File: src/rtl/core/ttb_pkg.sv
// Shared types and constants of the translation table builder.
`timescale 1ns / 1ps
`default_nettype none
package ttb_pkg;

   localparam logic [1:0] CMD_SETUP = 2'd0;
   localparam logic [1:0] CMD_AREA  = 2'd1;
   localparam logic [1:0] CMD_READ  = 2'd2;
   localparam logic [1:0] CMD_NONE  = 2'd3;

   localparam logic [1:0] ST_OK     = 2'd0;
   localparam logic [1:0] ST_NOSLOT = 2'd1;
   localparam logic [1:0] ST_NOROOT = 2'd2;
   localparam logic [1:0] ST_BADPTR = 2'd3;

   localparam logic CSR_TABLE_BASE  = 1'b0;
   localparam logic CSR_TABLE_LIMIT = 1'b1;

   localparam logic [31:0] DESC_TABLE   = 32'h0000_0003;
   localparam logic [63:0] DESC_BLOCK   = 64'h1;
   localparam logic [63:0] DESC_PAGE    = 64'h3;
   localparam logic [63:0] SPLIT_MARK   = 64'h2;
   localparam logic [31:0] PTR_MASK     = 32'hffff_fffc;
   localparam logic [31:0] PAGE_SIZE    = 32'h0000_1000;
   localparam logic [31:0] BLOCK_SIZE   = 32'h0020_0000;
   localparam logic [9:0]  ENTRY_COUNT  = 10'd512;
   localparam logic [8:0]  ENTRY_LAST   = 9'd511;
   localparam logic [1:0]  LINK_LAST    = 2'd3;
   localparam logic [4:0]  SLOTS_SAT    = 5'd31;

   typedef struct packed {
      logic [1:0]  command;
      logic [31:0] virt_start;
      logic [31:0] phys_start;
      logic [31:0] phys_end;
      logic [63:0] attr;
      logic        last_area;
      logic [3:0]  read_slot;
      logic [8:0]  read_index;
   } req_type;

   typedef struct packed {
      logic [1:0]  status;
      logic [31:0] root_address;
      logic [63:0] read_data;
   } rsp_type;

   typedef enum logic [4:0] {
      OP_NONE, OP_CLEAR, OP_ALIGN, OP_ALLOC, OP_BUMP, OP_DEC_ROOT, OP_LINK,
      OP_SET_ROOT, OP_NOROOT, OP_DEC_CUR, OP_RD_ROOT, OP_DEC_L2, OP_BLOCK,
      OP_NEXT_IDX, OP_RD_L2E, OP_LATCH_E, OP_SET_E, OP_DEC_SPLIT, OP_SPLIT,
      OP_DEC_L3, OP_PAGE, OP_PG_RET, OP_AREA_END, OP_RD_DATA, OP_LATCH_DATA,
      OP_FINISH
   } op_type;

   typedef struct packed {
      logic   load;
      logic   tail;
      op_type op;
   } ctl_cmd_type;

   typedef struct packed {
      logic       fault;
      logic [1:0] command;
      logic       root_open;
      logic       e_zero;
      logic       e_block;
      logic       page_more;
      logic       block_more;
      logic       fin;
      logic       pg_need;
      logic       tail_need;
      logic       split_last;
      logic       link_last;
      logic       clear_last;
      logic       out_free;
   } dp_stat_type;

endpackage
`default_nettype wire

File: src/rtl/core/ttb_ctrl.sv
// Sequencer state machine of the translation table builder.
`timescale 1ns / 1ps
`default_nettype none
module ttb_ctrl import ttb_pkg::*; (
   input  wire logic        clock,
   input  wire logic        reset,
   input  wire logic        req_valid,
   output logic             req_ready,
   input  wire dp_stat_type stat,
   output ctl_cmd_type      cmd
);
   typedef enum logic [27:0] {
      S_CLEAR      = 28'h000_0001,
      S_IDLE       = 28'h000_0002,
      S_DISPATCH   = 28'h000_0004,
      S_ALIGN      = 28'h000_0008,
      S_ALLOC_ROOT = 28'h000_0010,
      S_BUMP       = 28'h000_0020,
      S_DEC_ROOT   = 28'h000_0040,
      S_ALLOC_LINK = 28'h000_0080,
      S_LINK       = 28'h000_0100,
      S_SET_ROOT   = 28'h000_0200,
      S_DEC_CUR    = 28'h000_0400,
      S_LOOP       = 28'h000_0800,
      S_DEC_L2     = 28'h000_1000,
      S_PG_CHK     = 28'h000_2000,
      S_BLOCK      = 28'h000_4000,
      S_RD_E       = 28'h000_8000,
      S_LATCH_E    = 28'h001_0000,
      S_E_CHK      = 28'h002_0000,
      S_ALLOC_E    = 28'h004_0000,
      S_SET_E      = 28'h008_0000,
      S_DEC_SPLIT  = 28'h010_0000,
      S_SPLIT      = 28'h020_0000,
      S_DEC_L3     = 28'h040_0000,
      S_PAGE       = 28'h080_0000,
      S_AREA_END   = 28'h100_0000,
      S_RD         = 28'h200_0000,
      S_RD_DATA    = 28'h400_0000,
      S_FINISH     = 28'h800_0000
   } state_type;

   state_type state_ff, state_in;
   logic      tail_ff, tail_in;

   assign req_ready = (state_ff == S_IDLE);

   always_comb begin
      state_in = state_ff;
      tail_in  = tail_ff;
      cmd.load = 1'b0;
      cmd.op   = OP_NONE;
      case (state_ff)
         S_CLEAR: begin
            cmd.op = OP_CLEAR;
            if (stat.clear_last) state_in = S_IDLE;
         end
         S_IDLE: begin
            cmd.load = req_valid;
            if (req_valid) state_in = S_DISPATCH;
         end
         S_DISPATCH: begin
            case (stat.command)
               CMD_SETUP: state_in = S_ALIGN;
               CMD_AREA: begin
                  if (stat.root_open) begin
                     state_in = S_DEC_CUR;
                  end else begin
                     cmd.op   = OP_NOROOT;
                     state_in = S_FINISH;
                  end
               end
               CMD_READ: state_in = S_RD;
               default:  state_in = S_FINISH;
            endcase
         end
         S_ALIGN: begin
            cmd.op   = OP_ALIGN;
            state_in = S_ALLOC_ROOT;
         end
         S_ALLOC_ROOT: begin
            cmd.op   = OP_ALLOC;
            state_in = stat.fault ? S_FINISH : S_BUMP;
         end
         S_BUMP: begin
            cmd.op   = OP_BUMP;
            state_in = S_DEC_ROOT;
         end
         S_DEC_ROOT: begin
            cmd.op   = OP_DEC_ROOT;
            state_in = stat.fault ? S_FINISH : S_ALLOC_LINK;
         end
         S_ALLOC_LINK: begin
            cmd.op   = OP_ALLOC;
            state_in = stat.fault ? S_FINISH : S_LINK;
         end
         S_LINK: begin
            cmd.op   = OP_LINK;
            state_in = stat.link_last ? S_SET_ROOT : S_ALLOC_LINK;
         end
         S_SET_ROOT: begin
            cmd.op   = OP_SET_ROOT;
            state_in = S_FINISH;
         end
         S_DEC_CUR: begin
            cmd.op   = OP_DEC_CUR;
            state_in = stat.fault ? S_AREA_END : S_LOOP;
         end
         S_LOOP: begin
            cmd.op   = OP_RD_ROOT;
            state_in = S_DEC_L2;
         end
         S_DEC_L2: begin
            cmd.op   = OP_DEC_L2;
            state_in = stat.fault ? S_AREA_END : S_PG_CHK;
         end
         S_PG_CHK: begin
            tail_in  = 1'b0;
            state_in = stat.pg_need ? S_RD_E : S_BLOCK;
         end
         S_BLOCK: begin
            if (stat.block_more) begin
               cmd.op = OP_BLOCK;
            end else if (!stat.fin) begin
               cmd.op   = OP_NEXT_IDX;
               state_in = S_LOOP;
            end else if (stat.tail_need) begin
               tail_in  = 1'b1;
               state_in = S_RD_E;
            end else begin
               state_in = S_AREA_END;
            end
         end
         S_RD_E: begin
            cmd.op   = OP_RD_L2E;
            state_in = S_LATCH_E;
         end
         S_LATCH_E: begin
            cmd.op   = OP_LATCH_E;
            state_in = S_E_CHK;
         end
         S_E_CHK: begin
            state_in = (stat.e_zero || stat.e_block) ? S_ALLOC_E : S_DEC_L3;
         end
         S_ALLOC_E: begin
            cmd.op   = OP_ALLOC;
            state_in = stat.fault ? S_AREA_END : S_SET_E;
         end
         S_SET_E: begin
            cmd.op   = OP_SET_E;
            state_in = stat.e_block ? S_DEC_SPLIT : S_DEC_L3;
         end
         S_DEC_SPLIT: begin
            cmd.op   = OP_DEC_SPLIT;
            state_in = stat.fault ? S_AREA_END : S_SPLIT;
         end
         S_SPLIT: begin
            cmd.op = OP_SPLIT;
            if (stat.split_last) state_in = S_DEC_L3;
         end
         S_DEC_L3: begin
            cmd.op   = OP_DEC_L3;
            state_in = stat.fault ? S_AREA_END : S_PAGE;
         end
         S_PAGE: begin
            if (stat.page_more) begin
               cmd.op = OP_PAGE;
            end else if (tail_ff) begin
               state_in = S_AREA_END;
            end else begin
               cmd.op   = OP_PG_RET;
               state_in = S_BLOCK;
            end
         end
         S_AREA_END: begin
            cmd.op   = OP_AREA_END;
            state_in = S_FINISH;
         end
         S_RD: begin
            cmd.op   = OP_RD_DATA;
            state_in = stat.fault ? S_FINISH : S_RD_DATA;
         end
         S_RD_DATA: begin
            cmd.op   = OP_LATCH_DATA;
            state_in = S_FINISH;
         end
         S_FINISH: begin
            cmd.op = OP_FINISH;
            if (stat.out_free) state_in = S_IDLE;
         end
         default: state_in = S_IDLE;
      endcase
      cmd.tail = tail_ff;
   end

   always_ff @(posedge clock) begin
      if (reset) begin
         state_ff <= S_CLEAR;
         tail_ff  <= 1'b0;
      end else begin
         state_ff <= state_in;
         tail_ff  <= tail_in;
      end
   end
endmodule
`default_nettype wire

File: config.mk
export PLATFORM = sky130hd
export DESIGN_NAME = ttb_ctrl
export DESIGN_NICKNAME = d
export VERILOG_FILES = /design/src/rtl/core/ttb_pkg.sv /design/src/rtl/core/ttb_ctrl.sv
export SDC_FILE = /design/constraint.sdc
export NUM_CORES = 1
export LEC_CHECK = 0
export BUFFER_PORTS_ARGS = -buffer_cell sky130_fd_sc_hd__buf_2
export CORE_MARGIN = 2
export CORE_UTILIZATION = 48
export CTS_CLUSTER_DIAMETER = 40
export DETAILED_ROUTE_END_ITERATION = 12
export GPL_ROUTABILITY_DRIVEN = 0
export GPL_TIMING_DRIVEN = 0
export PLACE_DENSITY = 0.67
export SYNTH_ARGS = -nofsm -noshare
export SYNTH_HDL_FRONTEND = slang
export SYNTH_SLANG_ARGS = --single-unit
File: constraint.sdc
create_clock -name clock -period 7.26 [get_ports clock]
set_clock_uncertainty 0.1 [all_clocks]
set_input_delay 1.089 -clock clock [delete_from_list [all_inputs] [get_ports clock]]
set_output_delay 1.089 -clock clock [all_outputs]
set_load 0.05 [all_outputs]
**After elaboration in Yosys (flattened, before gate mapping)**

Cells that the tools add are included.

- Mux-type cells: 37
- Equal/unequal tests: 38
- Reductions and logical operators: 7

Operators by type and width:

| cell | count |
|---|---|
| $pmux 28 s26 | 1 |
| $mux 28 | 11 |
| $mux 25 | 8 |
| $pmux 5 s23 | 1 |
| $pmux 28 s3 | 1 |
| $mux 23 | 2 |
| $eq 28x1->1 const B | 1 |
| $eq 28x10->1 const B | 1 |
| $eq 28x11->1 const B | 1 |
| $eq 28x12->1 const B | 1 |
| $eq 28x13->1 const B | 1 |
| $eq 28x14->1 const B | 1 |
| $eq 28x15->1 const B | 1 |
| $eq 28x16->1 const B | 1 |
| $eq 28x17->1 const B | 1 |
| $eq 28x18->1 const B | 1 |
| $eq 28x19->1 const B | 1 |
| $eq 28x2->1 const B | 1 |
| $eq 28x20->1 const B | 1 |
| $eq 28x21->1 const B | 1 |
| $eq 28x22->1 const B | 1 |
| $eq 28x23->1 const B | 1 |
| $eq 28x24->1 const B | 1 |
| $eq 28x25->1 const B | 1 |
| 25 further kinds | 40 |

- Output and inout port bits: 8
- Logic and storage cells: 84
- Register bits: 29

**Longest topological paths before layout**

Gate-level depths: netlist of the first run.

- Word-level depth: 4
- Mapped depth: 8
- Gate-level depth less buffers: 6

**Worst setup path after synthesis of the first run**

No wires, ideal clock.

- Path type: flip-flop to output port
- Start point: register state_ff[24]
- End point: output port cmd[6] (netlist bit)
- Buffers on the path: 1
- Stages on the path, launching flop included: 7
- Arrival: 2.720 ns
- Path slack: 3.351 ns
- Cell sequence: dfxtp_1 buf_6 nor4_2 nand4_1 or3_1 nor2_1 and2_1

RTL lines:

| element | RTL line | source |
|---|---|---|
| from (decl) | ttb_ctrl.sv:43 | `state_type state_ff, state_in;` |
| from (signal assigned) | ttb_ctrl.sv:201 | `state_ff <= state_in;` |
| to (decl) | ttb_ctrl.sv:10 | `output ctl_cmd_type cmd` |

==> results_dict.tcl, run 1 <==
set metrics [dict create \
    critPathCaptureType "output pin" \
    insertion_delay_ns 0.28 \
    htreeDepth 2 \
    die_x_um 75.3 \
    finalSetupViolations 0 \
    rows 25 \
    final_core_util_pct 57.0 \
    clk_pin_slew_ns 0.07 \
    p_int_mw 0.270 \
    root_buffer "clkbuf_8" \
    fillCellCount 493 \
    period_needed_ns 4.34 \
    cts_buffers 5 \
    power_density_mw_per_mm2 139 \
    syn_area_per_cell_um2 7.94 \
    hold_path_class "register to register" \
    routed_wl_mm 7.60 \
    syn_inst 307 \
    synth_seq_area_share_pct 23.8 \
    tightest_slew_ns 0.874 \
    vias_per_cell 6.62 \
    tns_ns 0 \
    core-area_mm2 0.00482 \
    synth_fp_nets 325 \
    peakVddDrop_uv 78.4 \
    power_frac_comb_pct 17.6 \
    clkPwrFrac_pct 39.9 \
    ys_warn_count 0 \
    grt_pass1_vias 2357 \
    nets 357 \
    rsz0062_at_grt "false" \
    cts_tree "yes" \
    ys.flop_type "dfxtp_1" \
    die_h_um 75.3 \
    path_max_fanout 10 \
    p_total_mw 0.383 \
    place_area_mm2 0.00265 \
    cts_resized 0 \
    drc 0 \
    synth_top_area_cell "dfxtp_1" \
    wl_per_cell_um 18.7 \
    synth_edf_count 0 \
    synth.top_cell.area_share_pct 23.8 \
    antenna_found_initial 0 \
    min_period_over_period_pct 59.8 \
    dieArea_mm2 0.00566 \
    placed_cells 399 \
    switchingPower_mw 0.112 \
    grt_max_degree 11 \
    dr.first_iter.drc_count 354 \
    cp-start-kind "register" \
    numClockSinks 29 \
    ant_nets 0 \
    maxCapViolations 0 \
    p_leak_nw 1.06 \
    synth_area_leaders "dfxtp_1, nor4_1, nor2_1" \
    p_seq_share_pct 42.5 \
    areaGrowthSynthToFinish_pct 12.7 \
    syn-cell-area_mm2 0.00244 \
    status "finished, final reports clean" \
    design_area_mm2 0.00275 \
    synthDistinctLibCells 59 \
    hold_violations 0 \
    grt_pass1_wl_mm 11.9 \
    finalWorstSetupSlack_ns 2.92 \
    clock.fmax_mhz 230 \
    final_max_slew_viol_count 0 \
    start_util_pct 50.6 \
    ctsHoldBuffers 0 \
    swShare_pct 29.4 \
    drt-pass1-iter-count 5 \
    slew_headroom_pct 41.2 \
    pre_cts_ws_ns 3.31 \
    gr-total-overflow 0 \
    hpwl_mm 5.86 \
    numPortBuffers 25 \
    cp.required_ns 6.07 \
    holdWs_ns 0.444 \
    antennaDiodeCount 0 \
    drive_gt1_share_pct 23.2 \
    finish.cell_count_without_fillers 407 \
    worstSetupPathType "register to output pin" \
    track_usage_pct 28.2 \
    postCtsSetupBuffers 0 \
    num_vias 2694 \
    clock_path_buffers 2 \
    boundaryPins 26 \
    ys_ff_latch 29 \
    cp.arrival_ns 3.15 \
    r2r_slack_ns 4.35 \
    ys_async_sr_fraction_pct 0 \
]
-- cell usage in the layout (no fill, tap or decap), types with 2 or more instances in the layout --
cell type,synthesis,routed
a211o_1,2,2
a21oi_1,5,5
a32oi_1,2,2
and2_1,2,2
and3_1,2,2
buf_2,8,33
buf_6,7,7
clkbuf_1,4,4
clkbuf_8,0,7
dfxtp_1,29,29
inv_1,3,3
nand2_1,18,18
nand2b_1,10,10
nand3_1,14,14
nand4_1,14,14
nand4b_1,2,2
nor2_1,33,33
nor2b_1,8,8
nor3_1,22,22
nor3b_1,5,5
nor4_1,20,20
nor4_2,5,5
nor4_4,3,3
nor4b_1,6,6
o21ai_0,3,3
o22a_1,3,3
o22ai_1,2,2
o31ai_1,2,2
o32a_1,2,2
o32ai_1,2,2
or2_2,6,6
or3_1,6,6
or4_1,13,13
or4_4,3,3
or4b_2,6,6
xnor2_1,10,10
xor2_1,2,2
-- Yosys cell counts, types with 2 or more instances --
library cell,n
inv_1,3
nor4_1,20
nor2b_1,8
buf_6,7
nor4_4,3
nand4b_1,2
nor3b_1,5
nand2b_1,10
o32a_1,2
nor2_1,33
o22a_1,3
nor4b_1,6
o31ai_1,2
and3_1,2
clkbuf_1,4
or4_4,3
or2_2,6
a211o_1,2
o32ai_1,2
nand2_1,18
nor3_1,22
or4b_2,6
or4_1,13
or3_1,6
a32oi_1,2
nand3_1,14
and2_1,2
o22ai_1,2
nor4_2,5
nand4_1,14
buf_2,8
o21ai_0,3
xnor2_1,10
a21oi_1,5
dfxtp_1,29
xor2_1,2
-- final timing paths --
path,end,from,depth (start not counted)
worst max-delay path,cmd[3],state_ff[5]$_SDFFE_PP0P_,9
worst min-delay path,state_ff[23]$_SDFFE_PP0P_,state_ff[20]$_SDFFE_PP0P_,2
worst max register to register,state_ff[11]$_SDFFE_PP0P_,state_ff[24]$_SDFFE_PP0P_,7
worst min register to register,state_ff[23]$_SDFFE_PP0P_,state_ff[20]$_SDFFE_PP0P_,2
-- critical path: stages, from the launching register on --
cell and delay, ns:
dfxtp_1 0.31, buf_6 0.13, or4_4 0.53, buf_2 0.21
nor4_4 0.43, nand3_1 0.29, nor4b_1 0.48, nor2_1 0.10
nand4b_1 0.13, buf_2 0.27
-- cell families after synthesis --
family | count (synthesis) | synth area share, %
compound gates | 36 | 11.6
xor+xnor | 12 | 4.31
buf+inv | 23 | 6.26
flops | 29 | 23.8
simple gates | 207 | 54.1
-- registers in the layout, indices dropped and copies added, names as in the netlist --
register and cells:
tail_ff 1, state_ff 28
-- metal layers --
layer  global-route usage (%)  vias up  part of all wire (%)
li1                         -     1262                     -
met1                     38.8     1236                    44
met2                     42.6      162                    43
met3                     7.23       34                   9.0
met4                     10.3        0                   4.1
met5                        0        -                     0
-- power groups by stage --
| stage | Combinational [mW] | Clock [mW] | Sequential [mW] |
|---|---|---|---|
| final | 0.0672 | 0.153 | 0.163 |
| after global routing | 0.0725 | 0.162 | 0.163 |
| after global placement | 0.0654 | 0 | 0.166 |
| after detailed placement | 0.0656 | 0 | 0.166 |
| after CTS | 0.0659 | 0.154 | 0.163 |
| after floorplan | 0.0452 | 0 | 0.166 |
-- cell type report --
class,count,area (µm²),area share [%]
Buffer,20,141,5.15
Clock buffer,7,96.3,3.51
Clock inverter,1,5.00,0.182
Inverter,3,11.3,0.410
Multi-Input combinational cell,255,1700,62.0
Sequential cell,29,581,21.1
Tap cell,67,83.8,3.05
Timing Repair Buffer,25,125,4.55
(Power assumes the default switching activity.)
==> inputs of run 2 (changes only) <==
--- a/config.mk
+++ b/config.mk
@@ -12,7 +12,7 @@
 export DETAILED_ROUTE_END_ITERATION = 12
 export GPL_ROUTABILITY_DRIVEN = 0
 export GPL_TIMING_DRIVEN = 0
-export PLACE_DENSITY = 0.67
+export PLACE_DENSITY = 0.7
 export SYNTH_ARGS = -nofsm -noshare
 export SYNTH_HDL_FRONTEND = slang
 export SYNTH_SLANG_ARGS = --single-unit
==> constraint.sdc (replaced) <==
create_clock -name clock -period 3.9 [get_ports clock]
set_clock_uncertainty 0.1 [all_clocks]
set_input_delay 0.585 -clock clock [delete_from_list [all_inputs] [get_ports clock]]
set_output_delay 0.585 -clock clock [all_outputs]
set_load 0.05 [all_outputs]
==> run 2 against run 1 <==
  * Clock power increased by 66%
  * Combinational power increased by 89%
  * Sequential share of layout area unchanged
  * Wire length increased by 0.12%
  * Cell area unchanged
  * Core utilization unchanged
  * Global-route usage decreased by 0.091 points
  * Critical endpoint unchanged
==> results_dict.tcl, run 2 (synthesis results as in run 1) <==
set metrics [dict create \
    root_buffer "clkbuf_8" \
    rsz0062_at_grt "false" \
    clock.fmax_mhz 268 \
    insertion_delay_ns 0.29 \
    cpMostUsedCell "buf_2" \
    numPortBuffers 25 \
    htreeDepth 2 \
    boundaryPins 26 \
    fillCellCount 479 \
    hold_path_class "input port to register" \
    die_h_um 75.3 \
    areaGrowthSynthToFinish_pct 12.7 \
    path_cells "buf_6, or4_4, buf_2, nor4_4, nand3_1, nor4b_4, nor2_1, nand4b_1, buf_2" \
    cts_tree "yes" \
    clk_pin_slew_ns 0.06 \
    peakVddDrop_uv 144 \
    drt-pass1-iter-count 6 \
    routed_wl_mm 7.61 \
    ant_nets 0 \
    power_density_mw_per_mm2 249 \
    min_period_over_period_pct 95.6 \
    hpwl_mm 5.84 \
    path_max_fanout 10 \
    power_frac_comb_pct 18.6 \
    regMostFlops "state_ff" \
    grt_pass1_vias 2346 \
    tns_ns 0 \
    pre_cts_ws_ns 0.325 \
    seq_area_um2 581 \
    swShare_pct 29.4 \
    grt_max_degree 11 \
    core-area_mm2 0.00482 \
    antenna_found_initial 0 \
    final_max_slew_viol_count 0 \
    antennaDiodeCount 0 \
    p_leak_nw 1.06 \
    p_seq_share_pct 44.3 \
    switchingPower_mw 0.201 \
    vias_per_cell 6.74 \
    crit_slowest_cell "or4_4" \
    p_int_mw 0.484 \
    cts_buffers 5 \
    top_regs "state_ff: 28 flops, tail_ff: 1 flops" \
    maxCapViolations 0 \
    clock_path_buffers 2 \
    track_usage_pct 28.1 \
    numClockSinks 29 \
    worstSetupPathType "register to output pin" \
    finalSetupViolations 0 \
    nets 357 \
    crit_buf_inv 3 \
    clkPwrFrac_pct 37.2 \
    wl_per_cell_um 18.7 \
    finalWorstSetupSlack_ns 0.170 \
    start_util_pct 50.6 \
    cp-start-kind "register" \
    gr-total-overflow 0 \
    grt_pass1_wl_mm 11.8 \
    cp.arrival_ns 3.04 \
    hold_violations 0 \
    cp.required_ns 3.21 \
    dr.first_iter.drc_count 319 \
    drc 0 \
    rows 25 \
    period_needed_ns 3.73 \
    drive_gt1_share_pct 23.0 \
    cp_top_family "simple AND/OR/NAND/NOR gates" \
    layout_common_cells "buf_2, nor2_1, dfxtp_1" \
    largest_reg_flops 28 \
    cpPeakStageDelay_ns 0.53 \
    status "finished, final reports clean" \
    multi_input_area_mm2 0.00172 \
    die_x_um 75.3 \
    critPathCaptureType "output pin" \
    tightest_slew_ns 0.750 \
    dieArea_mm2 0.00566 \
    ctsHoldBuffers 0 \
    num_vias 2737 \
    slew_headroom_pct 49.5 \
]
## run 2: cell types whose count changed in the layout (fill, tap and decap cells not counted)
cell / delta
nor4b_4: +1
clkbuf_1: +1
clkinv_2: -1
clkbuf_8: -1
nor4b_1: -1
## run 2: worst register-to-register path, cell delays in order, from the launching register on
cell and delay [ns]:
dfxtp_1 0.30, buf_6 0.13, nor4_2 0.65, nand4_1 0.35, or3_1 0.55, o32a_1 0.39
or4b_4 0.25, nor3_1 0.08
## run 2: cell type report
type                    count  share of cell area, %
flip-flops and latches     29                   21.1
inverters                   3                  0.410
well taps                  67                   3.05
repair buffers             25                   4.55
clock buffers               7                   3.14
plain buffers              20                   5.15
multi-input cells         255                   62.6
## run 2: repair_timing
action | CTS | global route
endpoints found under the hold margin | 0 | 0
gates resized for setup | 1 | 1
buffers inserted | 0 | 0
setup endpoints to repair | 1 | 1
## run 2: metal layers
| metal | up-vias | GRT usage, % | part of all wire [%] |
|---|---|---|---|
| met4 | 0 | 11.9 | 4.2 |
| li1 | 1264 | - | - |
| met2 | 176 | 42.9 | 43 |
| met5 | - | 0 | 0 |
| met3 | 34 | 8.30 | 9.8 |
| met1 | 1263 | 37.0 | 43 |
## run 2: final timing paths
| kind | start | to | slack, ns | cells past startpoint |
|---|---|---|---|---|
| hold reg to reg | state_ff[20]$_SDFFE_PP0P_ | state_ff[23]$_SDFFE_PP0P_ | 0.44 | 2 |
| setup reg to reg | state_ff[24]$_SDFFE_PP0P_ | state_ff[11]$_SDFFE_PP0P_ | 0.95 | 7 |
| setup / recovery | state_ff[5]$_SDFFE_PP0P_ | cmd[3] | 0.17 | 9 |
| hold / removal | stat[12] | state_ff[25]$_SDFFE_PP0P_ | 0.43 | 2 |
## run 2: per-stage QoR
step / hold slack [ns] / util, % / cells / cell area [µm²] / total power [mW]
after detailed placement: 0.434 / 54.9 / 399 / 2650 / 0.432
after global placement: 0.428 / 54.9 / 399 / 2650 / 0.430
after floorplan: 0.411 / - / 307 / 2440 / 0.393
final: 0.428 / 57.0 / 406 / 2750 / 0.685
after global routing: 0.440 / 57.0 / 406 / 2750 / 0.703
after CTS: 0.412 / 56.9 / 406 / 2740 / 0.683
## run 2: power by group through the flow
stage	Sequential [mW]	Combinational (mW)	Clock [mW]
floorplan	0.309	0.0842	0
global placement	0.309	0.121	0
detailed placement	0.310	0.122	0
CTS	0.303	0.123	0.257
global route	0.303	0.136	0.264
finish	0.303	0.127	0.254
==> inputs of run 3 (changes only) <==
==> constraint.sdc (replaced) <==
create_clock -name clock -period 3.9 [get_ports clock]
set_clock_uncertainty 0.1 [all_clocks]
set_input_delay 0.195 -clock clock [delete_from_list [all_inputs] [get_ports clock]]
set_output_delay 0.195 -clock clock [all_outputs]
set_load 0.05 [all_outputs]
==> run 3 against run 2 <==
  * Worst hold slack worse by 0.41 ns
  * Cell count is the same
  * Wire length decreased by 1.5%
  * Combinational power about the same
  * Fmax rose by 4.9%
  * Critical path depth is 1 lower
  * Via count is 2.2% lower
  * Critical path type unchanged
  * Largest cell class unchanged
==> results_dict.tcl, run 3 (synthesis results as in run 1) <==
set metrics [dict create \
    status "finished, final reports clean" \
    worstReg2RegEnd "state_ff[11]$_SDFFE_PP0P_" \
    tightest_slew_ns 0.774 \
    ant_nets 0 \
    slew_headroom_pct 48.0 \
    dr.first_iter.drc_count 318 \
    power_density_mw_per_mm2 250 \
    clk_pin_slew_ns 0.06 \
    nets 357 \
    hold_violations 0 \
    cp.required_ns 3.61 \
    worstSetupPathType "register to output pin" \
    clock.fmax_mhz 281 \
    cts_resized 0 \
    areaGrowthSynthToFinish_pct 12.1 \
    num_vias 2678 \
    drive_gt1_share_pct 22.7 \
    numClockSinks 29 \
    swShare_pct 29.2 \
    htreeDepth 2 \
    rows 25 \
    finish.cell_count_without_fillers 406 \
    hpwl_mm 5.84 \
    cp.arrival_ns 3.26 \
    dieArea_mm2 0.00566 \
    clock_path_buffers 2 \
    peakVddDrop_uv 144 \
    p_seq_share_pct 44.4 \
    wl_per_cell_um 18.5 \
    root_buffer "clkbuf_8" \
    final_max_slew_viol_count 0 \
    track_usage_pct 28.1 \
    path_max_fanout 10 \
    cp-start-kind "register" \
    grt_pass1_vias 2346 \
    top_regs "state_ff: 28 flops, tail_ff: 1 flops" \
    vias_per_cell 6.60 \
    tns_ns 0 \
    placed_cells 399 \
    layout_common_cells "buf_2, nor2_1, dfxtp_1" \
    startpoint "state_ff[4]$_SDFFE_PP0P_" \
    die_x_um 75.3 \
    maxCapViolations 0 \
    critPathCaptureType "output pin" \
    cts_tree "yes" \
    grt_max_degree 11 \
    cts_buffers 5 \
    die_h_um 75.3 \
    switchingPower_mw 0.199 \
    regMostFlops "state_ff" \
    postCtsSetupBuffers 0 \
    core-area_mm2 0.00482 \
    worst-r2r-cell-count 7 \
    r2r_slack_ns 0.99 \
    boundaryPins 26 \
    antennaDiodeCount 0 \
    min_period_over_period_pct 91.2 \
    p_leak_nw 1.05 \
    insertion_delay_ns 0.29 \
    rsz0062_at_grt "false" \
    r2r-start "state_ff[24]$_SDFFE_PP0P_" \
    largest_reg_flops 28 \
    antenna_found_initial 0 \
    drt-pass1-iter-count 5 \
    hold_path_class "input port to register" \
    critPathCapture "cmd[3]" \
    finalSetupViolations 0 \
    clkPwrFrac_pct 37.2 \
    gr-total-overflow 0 \
    period_needed_ns 3.56 \
    routed_wl_mm 7.50 \
    ctsHoldBuffers 0 \
    start_util_pct 50.6 \
    drc 0 \
    numPortBuffers 25 \
    p_int_mw 0.483 \
    grt_pass1_wl_mm 11.8 \
    power_frac_comb_pct 18.4 \
]
-- run 3: cell counts in the layout (fill, tap and decap cells not counted) --
Identical to the previous run, type by type.
-- run 3: worst max-delay path, cell delays in order (launching register included) --
cell	delay, ns
dfxtp_1	0.38
or4_4	0.58
buf_2	0.21
nor4_4	0.44
nand3_1	0.27
nor4b_1	0.57
nor2_1	0.13
nand4b_1	0.13
buf_2	0.27
-- run 3: worst min-delay path by stage --
stage / start / to / slack (ns) / cells after the start
floorplan: stat[14] / state_ff[19]$_SDFFE_PP0P_ / 0.17 / 1
global placement: stat[13] / state_ff[3]$_SDFFE_PP0P_ / 0.31 / 2
detailed placement: stat[13] / state_ff[3]$_SDFFE_PP0P_ / 0.31 / 2
CTS: stat[13] / state_ff[3]$_SDFFE_PP0P_ / 0.02 / 2
global route: stat[12] / state_ff[25]$_SDFFE_PP0P_ / 0.05 / 2
finish: stat[13] / state_ff[3]$_SDFFE_PP0P_ / 0.02 / 2
-- run 3: metrics by stage --
| step | util, % | power, mW | setup WS [ns] | area [µm²] | hold slack (ns) |
|---|---|---|---|---|---|
| 2_1_floorplan | - | 0.393 | 0.885 | 2440 | 0.171 |
| 3_3_place_gp | 54.9 | 0.430 | 0.786 | 2650 | 0.311 |
| 3_5_place_dp | 54.9 | 0.432 | 0.715 | 2650 | 0.315 |
| 4_1_cts | 56.7 | 0.682 | 0.383 | 2730 | 0.0175 |
| 5_1_grt | 56.7 | 0.702 | 0.165 | 2730 | 0.0466 |
| 6_report | 56.7 | 0.683 | 0.344 | 2730 | 0.0205 |
-- run 3: power groups by stage --
stage                     Combinational [mW]  Clock [mW]  Sequential, mW
after floorplan                       0.0842           0           0.309
after global placement                 0.121           0           0.309
after detailed placement               0.122           0           0.310
after CTS                              0.123       0.257           0.303
after global routing                   0.135       0.264           0.303
final                                  0.126       0.254           0.303
-- run 3: final cells by class --
class | count | area [µm²]
well taps | 67 | 83.8
multi-input cells | 255 | 1700
fillers | 479 | 2080
flip-flops and latches | 29 | 581
plain buffers | 20 | 141
inverters | 3 | 11.3
clock buffers | 7 | 86.3
repair buffers | 25 | 125
-- run 3: per-layer routing --
layer | GRT usage (%) | wire length (µm)
met4 | 11.9 | 291
met2 | 42.9 | 3240
met5 | 0 | 0
met1 | 37.0 | 3130
met3 | 8.30 | 830
